===== src/rtl/ppdf_pkg.sv =====
// ----------------------------------------------------------------------------
// ppdf_pkg
// Shared types, codes and helpers of the permit pool with per-domain floors.
// ----------------------------------------------------------------------------
package ppdf_pkg;

   localparam int DOMAINS      = 3;
   localparam int COUNT_BITS   = 8;
   localparam int DOM_IDX_BITS = (DOMAINS > 1) ? $clog2(DOMAINS) : 1;
   localparam int FLOOR_REGS   = 3;

   localparam int OP_BITS       = 2;
   localparam int DOMAIN_BITS   = 2;
   localparam int WAKE_BITS     = 2;
   localparam int CSR_IDX_BITS  = 3;
   localparam int CSR_DATA_BITS = 8;

   localparam logic [OP_BITS-1:0] OP_ACQUIRE    = 2'd0;
   localparam logic [OP_BITS-1:0] OP_RETRY      = 2'd1;
   localparam logic [OP_BITS-1:0] OP_RELEASE    = 2'd2;
   localparam logic [OP_BITS-1:0] OP_SET_TARGET = 2'd3;

   localparam logic [WAKE_BITS-1:0] WAKE_NONE   = 2'd0;
   localparam logic [WAKE_BITS-1:0] WAKE_ANY    = 2'd1;
   localparam logic [WAKE_BITS-1:0] WAKE_DOMAIN = 2'd2;
   localparam logic [WAKE_BITS-1:0] WAKE_ALL    = 2'd3;

   localparam logic [CSR_IDX_BITS-1:0] CSR_POOL_ENABLE     = 3'd0;
   localparam logic [CSR_IDX_BITS-1:0] CSR_VARIABLE_SIZE   = 3'd1;
   localparam logic [CSR_IDX_BITS-1:0] CSR_TOTAL_THREADS   = 3'd2;
   localparam logic [CSR_IDX_BITS-1:0] CSR_INITIAL_PERMITS = 3'd3;
   localparam logic [CSR_IDX_BITS-1:0] CSR_FLOOR_MAP       = 3'd4;
   localparam logic [CSR_IDX_BITS-1:0] CSR_FLOOR_FEATURE   = 3'd5;
   localparam logic [CSR_IDX_BITS-1:0] CSR_FLOOR_ATAC      = 3'd6;

   typedef logic [COUNT_BITS-1:0] count_type;

   localparam count_type COUNT_MAX   = {COUNT_BITS{1'b1}};
   localparam count_type COUNT_ONE   = COUNT_BITS'(1);
   localparam count_type RESET_COUNT = COUNT_ONE;

   typedef struct packed {
      logic                           pool_enable;
      logic                           variable_size_enable;
      count_type                      total_threads;
      count_type                      initial_permits;
      count_type [FLOOR_REGS-1:0]     floors;
   } cfg_type;

   typedef struct packed {
      logic      valid;
      count_type value;
   } reload_type;

   typedef struct packed {
      logic [OP_BITS-1:0]     op;
      logic [DOMAIN_BITS-1:0] domain;
      count_type              target_value;
   } item_type;

   typedef struct packed {
      logic                   granted;
      logic [WAKE_BITS-1:0]   wake_kind;
      logic [DOMAIN_BITS-1:0] wake_domain;
      count_type              available_count;
      count_type              pool_count;
      count_type              in_use_count;
   } result_type;

   function automatic count_type norm_count(input count_type total, input count_type req);
      count_type top;
      count_type r;
      top = (total == '0) ? COUNT_ONE : total;
      r   = (req == '0) ? top : req;
      if (r > top) begin
         r = top;
      end
      return r;
   endfunction

endpackage


===== src/rtl/ppdf_csr.sv =====
// ----------------------------------------------------------------------------
// ppdf_csr
// Configuration registers and pool reload on writes to the sizing registers.
// ----------------------------------------------------------------------------
module ppdf_csr (
   input  logic                                 clock,
   input  logic                                 reset,
   input  logic                                 csr_valid,
   input  logic [ppdf_pkg::CSR_IDX_BITS-1:0]    csr_index,
   input  logic [ppdf_pkg::CSR_DATA_BITS-1:0]   csr_wdata,
   output ppdf_pkg::cfg_type                    cfg,
   output ppdf_pkg::reload_type                 reload
);

   ppdf_pkg::cfg_type cfg_ff;
   ppdf_pkg::cfg_type cfg_in;

   always_comb begin
      cfg_in       = cfg_ff;
      reload.valid = 1'b0;
      if (csr_valid) begin
         case (csr_index)
            ppdf_pkg::CSR_POOL_ENABLE: begin
               cfg_in.pool_enable = csr_wdata[0];
               reload.valid       = 1'b1;
            end
            ppdf_pkg::CSR_VARIABLE_SIZE: begin
               cfg_in.variable_size_enable = csr_wdata[0];
               reload.valid                = 1'b1;
            end
            ppdf_pkg::CSR_TOTAL_THREADS: begin
               cfg_in.total_threads = ppdf_pkg::COUNT_BITS'(csr_wdata);
               reload.valid         = 1'b1;
            end
            ppdf_pkg::CSR_INITIAL_PERMITS: begin
               cfg_in.initial_permits = ppdf_pkg::COUNT_BITS'(csr_wdata);
               reload.valid           = 1'b1;
            end
            ppdf_pkg::CSR_FLOOR_MAP: begin
               cfg_in.floors[0] = ppdf_pkg::COUNT_BITS'(csr_wdata);
            end
            ppdf_pkg::CSR_FLOOR_FEATURE: begin
               cfg_in.floors[1] = ppdf_pkg::COUNT_BITS'(csr_wdata);
            end
            ppdf_pkg::CSR_FLOOR_ATAC: begin
               cfg_in.floors[2] = ppdf_pkg::COUNT_BITS'(csr_wdata);
            end
            default: begin
            end
         endcase
      end
      reload.value = cfg_in.pool_enable ?
                     ppdf_pkg::norm_count(cfg_in.total_threads, cfg_in.initial_permits) :
                     ppdf_pkg::norm_count(cfg_in.total_threads, '0);
   end

   always_ff @(posedge clock) begin
      if (reset) begin
         cfg_ff.pool_enable          <= 1'b0;
         cfg_ff.variable_size_enable <= 1'b0;
         cfg_ff.total_threads        <= ppdf_pkg::COUNT_ONE;
         cfg_ff.initial_permits      <= '0;
         cfg_ff.floors               <= '0;
      end else begin
         cfg_ff <= cfg_in;
      end
   end

   assign cfg = cfg_ff;

endmodule


===== src/rtl/ppdf_core.sv =====
// ----------------------------------------------------------------------------
// ppdf_core
// Pool counters and the combinational admit, release and resize decision.
// ----------------------------------------------------------------------------
module ppdf_core (
   input  logic                    clock,
   input  logic                    reset,
   input  ppdf_pkg::cfg_type       cfg,
   input  ppdf_pkg::reload_type    reload,
   input  logic                    fire,
   input  ppdf_pkg::item_type      item,
   output ppdf_pkg::result_type    result
);

   localparam int N = ppdf_pkg::DOMAINS;

   ppdf_pkg::count_type free_ff;
   ppdf_pkg::count_type free_in;
   ppdf_pkg::count_type pool_ff;
   ppdf_pkg::count_type pool_in;
   ppdf_pkg::count_type in_use_ff  [N];
   ppdf_pkg::count_type in_use_in  [N];
   ppdf_pkg::count_type waiters_ff [N];
   ppdf_pkg::count_type waiters_in [N];
   ppdf_pkg::count_type floor_val  [N];

   for (genvar g = 0; g < N; g++) begin : g_floor
      if (g < ppdf_pkg::FLOOR_REGS) begin : g_reg
         assign floor_val[g] = cfg.floors[g];
      end else begin : g_zero
         assign floor_val[g] = '0;
      end
   end

   always_comb begin
      logic [ppdf_pkg::DOM_IDX_BITS-1:0] d;
      logic [N-1:0]                      below;
      logic [N-1:0]                      below_rel;
      logic [N-1:0]                      waiting;
      logic [N-1:0]                      is_d;
      logic                              fa;
      logic                              admit;
      logic                              under_found;
      logic                              most_found;
      logic [ppdf_pkg::DOM_IDX_BITS-1:0] under_idx;
      logic [ppdf_pkg::DOM_IDX_BITS-1:0] most_idx;
      ppdf_pkg::count_type               most_n;
      ppdf_pkg::count_type               rel_use;
      ppdf_pkg::count_type               tgt;
      ppdf_pkg::count_type               used;

      d = (int'(item.domain) >= N) ? '0 : ppdf_pkg::DOM_IDX_BITS'(item.domain);
      fa = 1'b0;
      for (int i = 0; i < N; i++) begin
         is_d[i]    = (d == ppdf_pkg::DOM_IDX_BITS'(i));
         below[i]   = in_use_ff[i] < floor_val[i];
         waiting[i] = (waiters_ff[i] != '0);
         fa         = fa | (floor_val[i] != '0);
      end
      fa    = fa & cfg.pool_enable;
      admit = (free_ff != '0) &&
              (!fa || ((below & is_d) != '0) || ((waiting & below & ~is_d) == '0));

      free_in = free_ff;
      pool_in = pool_ff;
      for (int i = 0; i < N; i++) begin
         in_use_in[i]  = in_use_ff[i];
         waiters_in[i] = waiters_ff[i];
      end
      result.granted     = 1'b0;
      result.wake_kind   = ppdf_pkg::WAKE_NONE;
      result.wake_domain = '0;

      under_found = 1'b0;
      most_found  = 1'b0;
      under_idx   = '0;
      most_idx    = '0;
      most_n      = '0;
      below_rel   = '0;
      rel_use     = '0;
      tgt         = ppdf_pkg::norm_count(cfg.total_threads, item.target_value);
      used        = (pool_ff > free_ff) ? pool_ff - free_ff : '0;

      case (item.op)
         ppdf_pkg::OP_ACQUIRE, ppdf_pkg::OP_RETRY: begin
            if (!cfg.pool_enable) begin
               result.granted = 1'b1;
            end else if (admit) begin
               result.granted = 1'b1;
               free_in        = free_ff - ppdf_pkg::COUNT_ONE;
               if (fa) begin
                  for (int i = 0; i < N; i++) begin
                     if (is_d[i]) begin
                        if (item.op == ppdf_pkg::OP_RETRY && waiting[i]) begin
                           waiters_in[i] = waiters_ff[i] - ppdf_pkg::COUNT_ONE;
                        end
                        if (in_use_ff[i] != ppdf_pkg::COUNT_MAX) begin
                           in_use_in[i] = in_use_ff[i] + ppdf_pkg::COUNT_ONE;
                        end
                     end
                  end
               end
            end else if (item.op == ppdf_pkg::OP_ACQUIRE && fa) begin
               for (int i = 0; i < N; i++) begin
                  if (is_d[i] && waiters_ff[i] != ppdf_pkg::COUNT_MAX) begin
                     waiters_in[i] = waiters_ff[i] + ppdf_pkg::COUNT_ONE;
                  end
               end
            end
         end
         ppdf_pkg::OP_RELEASE: begin
            if (cfg.pool_enable) begin
               if (free_ff < pool_ff) begin
                  free_in = free_ff + ppdf_pkg::COUNT_ONE;
               end
               result.wake_kind = ppdf_pkg::WAKE_ANY;
               if (fa) begin
                  for (int i = 0; i < N; i++) begin
                     rel_use = in_use_ff[i];
                     if (is_d[i] && in_use_ff[i] != '0) begin
                        rel_use      = in_use_ff[i] - ppdf_pkg::COUNT_ONE;
                        in_use_in[i] = rel_use;
                     end
                     below_rel[i] = rel_use < floor_val[i];
                  end
                  for (int i = 0; i < N; i++) begin
                     if (waiting[i]) begin
                        if (!under_found && below_rel[i]) begin
                           under_found = 1'b1;
                           under_idx   = ppdf_pkg::DOM_IDX_BITS'(i);
                        end
                        if (waiters_ff[i] > most_n) begin
                           most_found = 1'b1;
                           most_n     = waiters_ff[i];
                           most_idx   = ppdf_pkg::DOM_IDX_BITS'(i);
                        end
                     end
                  end
                  if (under_found) begin
                     result.wake_kind   = ppdf_pkg::WAKE_DOMAIN;
                     result.wake_domain = ppdf_pkg::DOMAIN_BITS'(under_idx);
                  end else if (most_found) begin
                     result.wake_kind   = ppdf_pkg::WAKE_DOMAIN;
                     result.wake_domain = ppdf_pkg::DOMAIN_BITS'(most_idx);
                  end
               end
            end
         end
         ppdf_pkg::OP_SET_TARGET: begin
            if (cfg.pool_enable && cfg.variable_size_enable && tgt != pool_ff) begin
               pool_in          = tgt;
               free_in          = (tgt > used) ? tgt - used : '0;
               result.wake_kind = ppdf_pkg::WAKE_ALL;
            end
         end
         default: begin
         end
      endcase

      result.available_count = free_in;
      result.pool_count      = pool_in;
      result.in_use_count    = (pool_in > free_in) ? pool_in - free_in : '0;
   end

   always_ff @(posedge clock) begin
      if (reset) begin
         free_ff <= ppdf_pkg::RESET_COUNT;
         pool_ff <= ppdf_pkg::RESET_COUNT;
         for (int i = 0; i < N; i++) begin
            in_use_ff[i]  <= '0;
            waiters_ff[i] <= '0;
         end
      end else if (reload.valid) begin
         free_ff <= reload.value;
         pool_ff <= reload.value;
      end else if (fire) begin
         free_ff <= free_in;
         pool_ff <= pool_in;
         for (int i = 0; i < N; i++) begin
            in_use_ff[i]  <= in_use_in[i];
            waiters_ff[i] <= waiters_in[i];
         end
      end
   end

endmodule


===== src/rtl/permit_pool_with_domain_floors.sv =====
// ----------------------------------------------------------------------------
// permit_pool_with_domain_floors
// Counting permit pool shared by several domains with reserved floors.
//
// Request channel (req_*): one operation per transfer: acquire, retry,
// release or set target, with the domain and a target size.
// Response channel (rsp_*): exactly one transfer per request, in order,
// carrying the grant, the wake hint and the pool counters after the item.
// Configuration channel (csr_*): always ready; a transfer writes one
// register. Writes to the enable, variable-size, thread count or initial
// permit registers reload the pool size and free count.
// Timing: a request is held in an input register and its response is
// registered when it advances from there, so rsp_valid follows the
// request transfer through these two registers. Throughput: one item per
// cycle unless the receiver stalls; the counter update is combinational.
// Reset: pool and free counts go to one, domain counters to zero, the
// configuration registers to their reset values, both pipeline registers empty.
// A stalled receiver holds the response; one more request is taken into
// the input register, then req_ready drops until the response moves.
// ----------------------------------------------------------------------------
module permit_pool_with_domain_floors (
   input  logic                                  clock,
   input  logic                                  reset,
   input  logic                                  req_valid,
   output logic                                  req_ready,
   input  logic [ppdf_pkg::OP_BITS-1:0]          req_op,
   input  logic [ppdf_pkg::DOMAIN_BITS-1:0]      req_domain,
   input  logic [ppdf_pkg::COUNT_BITS-1:0]       req_target_value,
   output logic                                  rsp_valid,
   input  logic                                  rsp_ready,
   output logic                                  rsp_granted,
   output logic [ppdf_pkg::WAKE_BITS-1:0]        rsp_wake_kind,
   output logic [ppdf_pkg::DOMAIN_BITS-1:0]      rsp_wake_domain,
   output logic [ppdf_pkg::COUNT_BITS-1:0]       rsp_available_count,
   output logic [ppdf_pkg::COUNT_BITS-1:0]       rsp_pool_count,
   output logic [ppdf_pkg::COUNT_BITS-1:0]       rsp_in_use_count,
   input  logic                                  csr_valid,
   output logic                                  csr_ready,
   input  logic [ppdf_pkg::CSR_IDX_BITS-1:0]     csr_index,
   input  logic [ppdf_pkg::CSR_DATA_BITS-1:0]    csr_wdata
);

   ppdf_pkg::cfg_type    cfg;
   ppdf_pkg::reload_type reload;
   ppdf_pkg::item_type   item_ff;
   ppdf_pkg::result_type result;
   ppdf_pkg::result_type rsp_ff;
   logic                 in_valid_ff;
   logic                 in_valid_in;
   logic                 rsp_valid_ff;
   logic                 rsp_valid_in;
   logic                 req_xfer;
   logic                 advance;

   assign csr_ready = 1'b1;

   ppdf_csr u_csr (
      .clock     (clock),
      .reset     (reset),
      .csr_valid (csr_valid),
      .csr_index (csr_index),
      .csr_wdata (csr_wdata),
      .cfg       (cfg),
      .reload    (reload)
   );

   ppdf_core u_core (
      .clock  (clock),
      .reset  (reset),
      .cfg    (cfg),
      .reload (reload),
      .fire   (advance),
      .item   (item_ff),
      .result (result)
   );

   assign advance   = in_valid_ff && (!rsp_valid_ff || rsp_ready);
   assign req_ready = !in_valid_ff || advance;
   assign req_xfer  = req_valid && req_ready;

   always_comb begin
      in_valid_in = in_valid_ff;
      if (req_xfer) begin
         in_valid_in = 1'b1;
      end else if (advance) begin
         in_valid_in = 1'b0;
      end
      rsp_valid_in = rsp_valid_ff;
      if (advance) begin
         rsp_valid_in = 1'b1;
      end else if (rsp_ready) begin
         rsp_valid_in = 1'b0;
      end
   end

   always_ff @(posedge clock) begin
      if (reset) begin
         in_valid_ff  <= 1'b0;
         rsp_valid_ff <= 1'b0;
      end else begin
         in_valid_ff  <= in_valid_in;
         rsp_valid_ff <= rsp_valid_in;
      end
   end

   always_ff @(posedge clock) begin
      if (req_xfer) begin
         item_ff.op           <= req_op;
         item_ff.domain       <= req_domain;
         item_ff.target_value <= req_target_value;
      end
      if (advance) begin
         rsp_ff <= result;
      end
   end

   assign rsp_valid           = rsp_valid_ff;
   assign rsp_granted         = rsp_ff.granted;
   assign rsp_wake_kind       = rsp_ff.wake_kind;
   assign rsp_wake_domain     = rsp_ff.wake_domain;
   assign rsp_available_count = rsp_ff.available_count;
   assign rsp_pool_count      = rsp_ff.pool_count;
   assign rsp_in_use_count    = rsp_ff.in_use_count;

endmodule


===== config.mk =====
export PLATFORM = sky130hd
export DESIGN_NAME = permit_pool_with_domain_floors
export DESIGN_NICKNAME = d
export VERILOG_FILES = /design/src/rtl/ppdf_pkg.sv /design/src/rtl/ppdf_csr.sv /design/src/rtl/ppdf_core.sv /design/src/rtl/permit_pool_with_domain_floors.sv
export SDC_FILE = /design/constraint.sdc
export NUM_CORES = 1
export LEC_CHECK = 0
export BUFFER_PORTS_ARGS = -buffer_cell sky130_fd_sc_hd__buf_2
export CAP_MARGIN = 20
export CORE_MARGIN = 5
export CORE_UTILIZATION = 55
export CTS_CLUSTER_DIAMETER = 100
export DETAILED_ROUTE_END_ITERATION = 8
export PLACE_DENSITY = 0.74
export REMOVE_ABC_BUFFERS = 1
export SYNTH_ARGS = -nofsm -noshare
export SYNTH_HDL_FRONTEND = slang
export SYNTH_SLANG_ARGS = --single-unit

===== constraint.sdc =====
create_clock -name clock -period 7.4 [get_ports clock]
set_clock_uncertainty 0.05 [all_clocks]
set_input_delay 2.22 -clock clock [delete_from_list [all_inputs] [get_ports clock]]
set_output_delay 2.22 -clock clock [all_outputs]
set_load 0.02 [all_outputs]

==> results of run 1 <==
## power breakdown
| group | switching (W) | internal [W] | total, W |
|---|---|---|---|
| sequential | 0.0000598 | 0.000929 | 0.000988 |
| combinational | 0.000418 | 0.000293 | 0.000711 |
| clock | 0.000385 | 0.000463 | 0.000848 |
| total | 0.000863 | 0.00169 | 0.00255 |
## per-layer routing
| metal | vias to the layer above | GRT usage, % |
|---|---|---|
| met3 | 96 | 4.98 |
| met2 | 439 | 40.4 |
| met1 | 4999 | 37.6 |
| li1 | 5124 | - |
| met4 | 0 | 11.1 |
| met5 | - | 0 |
## worst paths after layout
check                 from                  end  slack [ps]  cells past startpoint
max             item_ff[5]  rsp_in_use_count[6]         440                     33
min          u_csr.cfg[10]        u_csr.cfg[10]         430                      2
max reg2reg     item_ff[5]  rsp_in_use_count[6]         440                     33
min reg2reg  u_csr.cfg[10]        u_csr.cfg[10]         430                      2
## kinds of logic after synthesis
| group | count (synthesis) | synth area share (%) |
|---|---|---|
| AO/OA/AOI/OAI | 360 | 19.9 |
| XOR/XNOR | 85 | 6.22 |
| adder cells (fa/ha/maj) | 135 | 14.5 |
| buffers and inverters | 152 | 5.09 |
| flip-flops | 149 | 32.4 |
| multiplexers | 31 | 2.63 |
| other | 1 | 0.0314 |
| AND/OR/NAND/NOR | 473 | 19.2 |
## through the flow
step                      cells  setup slack [ps]
after global routing       1723             -15.4
after global placement     1686               394
after detailed placement   1686              75.1
final                      1723               444
after CTS                  1718              21.7
after floorplan            1332               866
## sequential cells by signal (all words and copies together), names as in the netlist
name	flops
in_valid_ff	1
u_core.free_ff	8
rsp_wake_kind	2
rsp_wake_domain	2
u_core.in_use_ff	24
rsp_available_count	8
rsp_valid	1
u_core.pool_ff	8
item_ff	12
u_csr.cfg	42
rsp_pool_count	8
rsp_in_use_count	8
rsp_granted	1
u_core.waiters_ff	24
## cell usage in the layout (no fill, tap or decap), types with 17 or more instances in the layout
cell type / n
nor2_1: 160
ha_1: 129
nand2_1: 126
a21oi_1: 99
inv_1: 95
edfxtp_1: 89
o21ai_0: 70
dfxtp_1: 59
buf_2: 58
xnor2_1: 57
nand3_1: 33
a21o_1: 32
mux2i_1: 28
xor2_1: 28
nand4_1: 23
buf_4: 21
nor3_1: 20
o21a_1: 18
clkbuf_16: 17
## critical path: cells and delay by family (launching register included)
kind                     cells  cell delay, ps
buffers and inverters        5             820
adder cells (fa/ha/maj)      3            1050
AO/OA/AOI/OAI               17            3120
flip-flops                   1             510
AND/OR/NAND/NOR              8            1150
## cell usage after synthesis (all sizes together) (33+ instances only)
| library cell | number |
|---|---|
| nand2 | 127 |
| dfxtp | 60 |
| nand3 | 33 |
| clkbuf | 46 |
| o21ai | 75 |
| edfxtp | 89 |
| inv | 95 |
| a21o | 33 |
| xnor2 | 57 |
| nor2 | 162 |
| ha | 129 |
| a21oi | 102 |
## repair_timing
item,in CTS,in global routing
setup endpoints to repair,0,8
resized for setup,0,16
buffers inserted,0,5
## final cells by class
type	instances	share of cell area, %
flip-flops and latches	149	29.5
clock buffers	17	3.24
multi-input cells	1085	57.4
well taps	280	2.66
clock inverters	15	0.980
inverters	98	2.80
repair buffers	79	3.41
==> impl_metrics.csv, run 1 <==
group,metric,value,unit
power,power.total,0.00255,W
global_route,grt_pass1_vias,10026,
clock_network,cts_tree,"built",
routing,dr_wl_met3,2.42,mm
logic_synthesis,synth_warnings,0,
routing,ant_nets,0,
power,p_leak,5.34,nW
floorplanning,die_w,157,um
clock_network,ctsHoldBuffers,0,
place,gp_congestion,1.04,
floorplanning,die_h,157,um
routing,met1_length,15.1,mm
routing,met2_length,14.2,mm
logic_synthesis,synthArstFlopShare,0,%
floorplanning,num_rows,54,
layout,multi_input_area,7550,um^2
job,cap_viol_max_count,0,
sta,slew_headroom,32.6,%
worst_setup_path,crit_fanout,8,
clock_network,cts_sinks,149,
logic_synthesis,synth_cell_types,90,
floorplanning,fp.dieArea,24800,um^2
worst_setup_path,slowest_stage,"edfxtp_1",
global_route,track_usage,26.7,%
clock_network,clk_pin_slew,70,ps
logic_synthesis,synth_top_cell_area_share,22.3,%
clock_network,clock_latency,440,ps
routing,viasPerCell,6.19,
layout,seq_area,3870,um^2
layout,stdcell_area,13100,um^2
power,p_per_area,194,nW/um^2
clock_network,cts_buffer_depth,2,
routing,wl_per_cell,19.1,um
floorplanning,initial_core_util,55.3,%
layout,nNetsFinal,1593,
sta,timing.final.crit_period,6960,ps
routing,highest_layer,"met4",
routing,drc,0,
global_route,grt_overflow,0,
layout,diodes,0,
sta,finalCritPeriodShare,94.0,%
sta,slew_viol_final,0,
run_status,outcome,"complete, no violations",
routing,dr.pass1.iters,6,
floorplanning,core_area,21600,um^2
layout,drive_gt1_share,11.2,%
routing,wirelength,32.9,mm
worst_setup_path,cp-start-kind,"register",
logic_synthesis,synth_area_leaders,"edfxtp_1 22%, ha_1 13%, dfxtp_1 10%",
logic_synthesis,avgSynthCellArea,8.63,um^2
logic_synthesis,ys_ff_latch,149,
layout,nFillCells,1919,
sta,setup_viol,0,
layout,syn2layout_area_growth,9.91,%
routing,drt_iter0_drc,1269,
logic_synthesis,syn_area,12000,um^2
logic_synthesis,synth_top_area_cell,"edfxtp_1",
layout,final_core_utilization,60.8,%
sta,fin_hold_ws,428,ps
logic_synthesis,synth_ff_type,"edfxtp_1",
worst_setup_path,crit_type,"register to register",
power,ir_worst_vdd,160,uV
sta,tightest_slew,1000,ps
clock_network,cts-buffers-inserted,17,
worst_setup_path,worstPathArrival,7090,ps
worst_setup_path,cp_slowest_stage_delay,510,ps
routing,vias,10658,
clock_network,cts-root-buf,"clkbuf_16",
worst_setup_path,required,7530,ps
sta,hold_viol,0,
place,placed_cell_area,12500,um^2
global_route,antenna_found_initial,0,
place,hpwl,24.5,mm
global_route,grt_start_max_net_pins,56,
worst_setup_path,end_kind,"register",
place,portBuffers,58,
sta,fin_tns_setup,0,ps
clock_network,htree_levels,4,
logic_synthesis,synth_edf_count,89,
global_route,grt_pass1_wl,52.5,mm
floorplanning,boundaryPins,60,
logic_synthesis,synth.yosys.seq_area_share,32.4,%
logic_synthesis,netlist_instances,1386,
sta,fmax,144,MHz
worst_hold_path,hold_path_class,"register to register",
Power figures use the tool's default switching activity.
==> run 2, diff against run 1 <==
- ABC_CLOCK_PERIOD_IN_PS: unset -> 7400
- CORE_UTILIZATION: 55 -> 50
- PLACE_DENSITY: 0.74 -> 0.68
==> run 2 against run 1 <==
Compared with the run above:
- flip-flop and latch count unchanged
- sequential share of layout area shrank 0.068 points
- critical path depth stayed put
- largest power group unchanged
==> impl_metrics.csv, run 2 (synthesis gave the netlist of run 1 again) <==
group,metric,value,unit
clock_network,cts-buffers-inserted,17,
place,gp_congestion,0.966,
routing,wl_per_cell,18.8,um
sta,finalCritPeriodShare,94.7,%
place,hpwl,24.8,mm
routing,vias,10530,
layout,largest_register_ffs,42,
clock_network,cts-root-buf,"clkbuf_16",
worst_setup_path,cp-start-kind,"register",
global_route,grt_overflow,0,
worst_setup_path,crit_type,"register to register",
sta,fin_tns_setup,0,ps
global_route,grt_pass1_wl,53.0,mm
clock_network,clk_pin_slew,70,ps
sta,slew_headroom,31.4,%
layout,drive_gt1_share,10.9,%
routing,drc,0,
global_route,track_usage,24.7,%
floorplanning,die_w,165,um
layout,final_common_cell,"nor2_1",
sta,tightest_slew,1020,ps
layout,nNetsFinal,1595,
clock_network,htree_levels,4,
power,p_per_area,194,nW/um^2
floorplanning,core_area,23500,um^2
worst_setup_path,required,7540,ps
job,cap_viol_max_count,0,
layout,syn2layout_area_growth,10.1,%
clock_network,cts_tree,"built",
global_route,antenna_found_initial,0,
sta,timing.final.crit_period,7010,ps
worst_setup_path,slowest_stage,"dfxtp_1",
routing,wirelength,33.2,mm
clock_network,cts_buffer_depth,2,
worst_setup_path,cp_slowest_stage_delay,600,ps
layout,diodes,0,
floorplanning,boundaryPins,60,
routing,ant_nets,0,
routing,drt_iter0_drc,1137,
floorplanning,num_rows,56,
power,ir_worst_vdd,126,uV
global_route,grt_pass1_vias,10025,
layout,nFillCells,2182,
worst_setup_path,worstPathArrival,7150,ps
run_status,outcome,"complete, no violations",
sta,rsz0062_at_grt,"no",
sta,hold_viol,0,
place,portBuffers,58,
routing,viasPerCell,5.97,
worst_setup_path,crit_fanout,10,
power,p_leak,5.37,nW
sta,setup_viol,0,
sta,fmax,143,MHz
clock_network,clock_latency,450,ps
floorplanning,die_h,165,um
worst_hold_path,hold_path_class,"register to register",
routing,dr.pass1.iters,5,
floorplanning,fp.dieArea,27100,um^2
layout,final_core_utilization,56.0,%
global_route,grt_start_max_net_pins,56,
clock_network,ctsHoldBuffers,0,
sta,slew_viol_final,0,
clock_network,cts_sinks,149,
worst_setup_path,end_kind,"register",
layout,mostFrequentLayoutCells,"160 x nor2_1, 129 x ha_1, 126 x nand2_1",
floorplanning,initial_core_util,50.8,%
==> run 2: cell count changes in the layout (fill, tap and decap cells not counted), sizes merged <==
cell      change
inv           +7
buf           +2
clkinv        -4
clkinvlp      -3
bufinv        -1
clkbuf        +1
==> run 2: layout make-up <==
type                    count  area (um^2)  share of cell area [%]
inverters                  98          368                    2.79
clock inverters            14          113                   0.855
flip-flops and latches    149         3870                    29.4
multi-input cells        1085         7510                    57.0
well taps                 319          399                    3.03
repair buffers             81          463                    3.51
clock buffers              18          450                    3.42
==> run 2: worst paths after layout <==
kind	slack, ps	cells after the start	startpoint	to
max	390	33	u_core.free_ff[0]	rsp_in_use_count[6]
min	430	2	u_csr.cfg[22]	u_csr.cfg[22]
max reg2reg	390	33	u_core.free_ff[0]	rsp_in_use_count[6]
min reg2reg	430	2	u_csr.cfg[22]	u_csr.cfg[22]
==> run 2: worst max-delay path, delay by kind of cell, from the launching register on <==
family          cells  cell delay [ps]
simple gates        7             1410
fa+ha+maj           6             1640
flops               1              600
buf+inv             4              360
compound gates     16             2700
==> run 2: metal layers <==
| layer | vias up | part of all wire [%] | wire length [um] | global-route usage (%) |
|---|---|---|---|---|
| met5 | - | 0 | 0 | 0 |
| li1 | 5124 | - | - | - |
| met2 | 393 | 44 | 14600 | 38.3 |
| met1 | 4961 | 47 | 15600 | 35.8 |
| met4 | 0 | 2.3 | 780 | 7.15 |
| met3 | 52 | 6.7 | 2240 | 3.82 |
==> run 2: where the power goes <==
group          internal (W)  total [W]  switching, W
logic              0.000293   0.000709      0.000416
registers          0.000928   0.000986     0.0000579
clock network      0.000459   0.000866      0.000407
total               0.00168    0.00256      0.000881
==> run 2: timing repair <==
| action | CTS | global route |
|---|---|---|
| endpoints found under the setup margin | 0 | 8 |
| gates resized for setup | 0 | 8 |
| buffers inserted | 0 | 5 |
==> run 2: per-stage QoR <==
step	cells	total power, W	worst slack, ps	hold WS, ps	cell area (um^2)
6_report	1764	0.00256	393	432	13200
5_1_grt	1764	0.00270	5.32	462	13200
3_3_place_gp	1727	0.00169	435	415	12500
4_1_cts	1759	0.00256	190	433	13100
3_5_place_dp	1727	0.00169	228	421	12500
2_1_floorplan	1332	0.00150	866	393	11700
==> run 3, diff against run 2 <==
==> constraint.sdc (replaced) <==
create_clock -name clock -period 7.4 [get_ports clock]
set_clock_uncertainty 0.05 [all_clocks]
set_input_delay 0.37 -clock clock [delete_from_list [all_inputs] [get_ports clock]]
set_output_delay 0.37 -clock clock [all_outputs]
set_load 0.02 [all_outputs]
==> run 3 against run 2 <==
Compared with the run above:
- final area about the same
- global-route usage down 0.21 points
- register-to-register slack better by 130 ps
- fmax up 1.9%
- setup slack better by 130 ps
- die area unchanged
- final cell count down 0.11%
- flip-flop and latch count unchanged
- critical path depth down 1
- total power up 0.13%
- critical path type unchanged
- highest routed layer unchanged
==> impl_metrics.csv, run 3 (synthesis gave the netlist of run 1 again) <==
group,metric,value,unit
power,internal_power,0.00170,W
global_route,gr-max-usage-layer,"met2",
clock_network,clock_latency,440,ps
layout,drive_gt1_share,10.8,%
global_route,met1_usage,35.2,%
floorplanning,initial_core_util,50.8,%
sta,finalCritPeriodShare,93.0,%
layout,syn2layout_area_growth,10.1,%
layout,mostFrequentLayoutCells,"160 x nor2_1, 129 x ha_1, 126 x nand2_1",
sta,fmax,145,MHz
worst_setup_path,slowest_stage,"edfxtp_1",
power,clock_power_share,33.9,%
routing,viasPerCell,5.99,
sta,timing.final.ws_setup,522,ps
place,gp_congestion,0.995,
floorplanning,core_area,23500,um^2
clock_network,cts_tree,"built",
sta,slew_viol_final,0,
clock_network,cts-root-buf,"clkbuf_16",
worst_hold_path,hold_path_class,"input pin to register",
clock_network,cts_buffer_depth,2,
place,portBuffers,58,
routing,wirelength,33.3,mm
global_route,grtUsageMet2,37.3,%
worst_setup_path,worstPathArrival,7020,ps
place,hpwl,24.8,mm
floorplanning,die_w,165,um
routing,wl_per_cell,18.9,um
job,cap_viol_max_count,0,
power,p_switching,0.000861,W
worst_setup_path,cp-start-kind,"register",
global_route,grt_overflow,0,
layout,nFillCells,2166,
sta,tightest_slew,962,ps
sta,fin_tns_setup,0,ps
floorplanning,die_h,165,um
global_route,grt_start_max_net_pins,57,
floorplanning,num_rows,56,
sta,timing.final.crit_period,6880,ps
power,p_comb_share,27.6,%
floorplanning,boundaryPins,60,
global_route,gr-usage-met3,4.34,%
power,seqPwrFrac,38.5,%
global_route,grt_pass1_vias,10002,
worst_setup_path,end_kind,"register",
place,dp_slack,175,ps
worst_setup_path,crit_type,"register to register",
layout,nNetsFinal,1593,
layout,largest_register_ffs,42,
worst_setup_path,cp_slowest_stage_delay,500,ps
sta,hold_viol,0,
global_route,antenna_found_initial,0,
sta,slew_headroom,35.5,%
power,p_per_area,195,nW/um^2
layout,seq_area,3870,um^2
power,switching_share,33.6,%
worst_setup_path,required,7550,ps
clock_network,cts_sinks,149,
clock_network,ctsHoldBuffers,0,
clock_network,cts-buffers-inserted,17,
routing,dr.pass1.iters,6,
routing,drt_iter0_drc,1128,
sta,setup_viol,0,
run_status,outcome,"complete, no violations",
sta,rsz0062_at_grt,"no",
global_route,track_usage,24.5,%
power,p_leak,5.37,nW
routing,ant_nets,0,
routing,drc,0,
power,ir_worst_vdd,134,uV
floorplanning,fp.dieArea,27100,um^2
routing,vias,10558,
clock_network,htree_levels,4,
worst_setup_path,crit_fanout,8,
layout,diodes,0,
layout,multi_input_area,7500,um^2
layout,final_core_utilization,56.0,%
layout,final_common_cell,"nor2_1",
clock_network,clk_pin_slew,70,ps
global_route,grt_pass1_wl,52.6,mm
run 3: worst paths after layout:
| check | start | end | depth (start not counted) | slack, ps |
|---|---|---|---|---|
| max | item_ff[5] | rsp_in_use_count[6] | 32 | 520 |
| min | req_op[0] | item_ff[10] | 1 | 50 |
| max reg2reg | item_ff[5] | rsp_in_use_count[6] | 32 | 520 |
| min reg2reg | u_csr.cfg[20] | u_csr.cfg[20] | 2 | 430 |
run 3: worst max-delay path, delay by kind of cell, from the launching register on:
| family | cells | cell delay [ps] |
|---|---|---|
| simple gates | 9 | 1340 |
| flops | 1 | 500 |
| compound gates | 16 | 3110 |
| fa+ha+maj | 3 | 1060 |
| buf+inv | 4 | 590 |
run 3: layout make-up:
class / instances / area share [%]
clock inverters: 12 / 0.693
flip-flops and latches: 149 / 29.4
inverters: 98 / 2.79
well taps: 319 / 3.03
repair buffers: 79 / 3.40
multi-input cells: 1085 / 57.0
clock buffers: 20 / 3.71
run 3: metal layers:
metal | part of all wire [%] | vias to the layer above
met3 | 8.4 | 70
met1 | 45 | 4907
met5 | 0 | -
met2 | 43 | 449
met4 | 2.8 | 0
li1 | - | 5132
run 3: timing repair:
action,4_1_cts,5_1_grt
resized for setup,0,8
buffers inserted,0,3
setup endpoints to repair,0,8
run 3: through the flow:
step	cell area [um^2]	power, W	hold WS, ps	instances
after floorplan	11700	0.00150	389	1332
after global placement	12500	0.00169	418	1727
after detailed placement	12500	0.00169	419	1727
after CTS	13100	0.00257	41.8	1759
after global routing	13200	0.00270	40.2	1762
final	13200	0.00256	53.9	1762
run 3: power by group through the flow:
stage          combinational [W]  sequential, W  clock, W
6_report                0.000708       0.000987  0.000870
3_3_place_gp            0.000686        0.00100         0
5_1_grt                 0.000792       0.000992  0.000916
2_1_floorplan           0.000505       0.000998         0
4_1_cts                 0.000698       0.000985  0.000882
3_5_place_dp            0.000690        0.00100         0
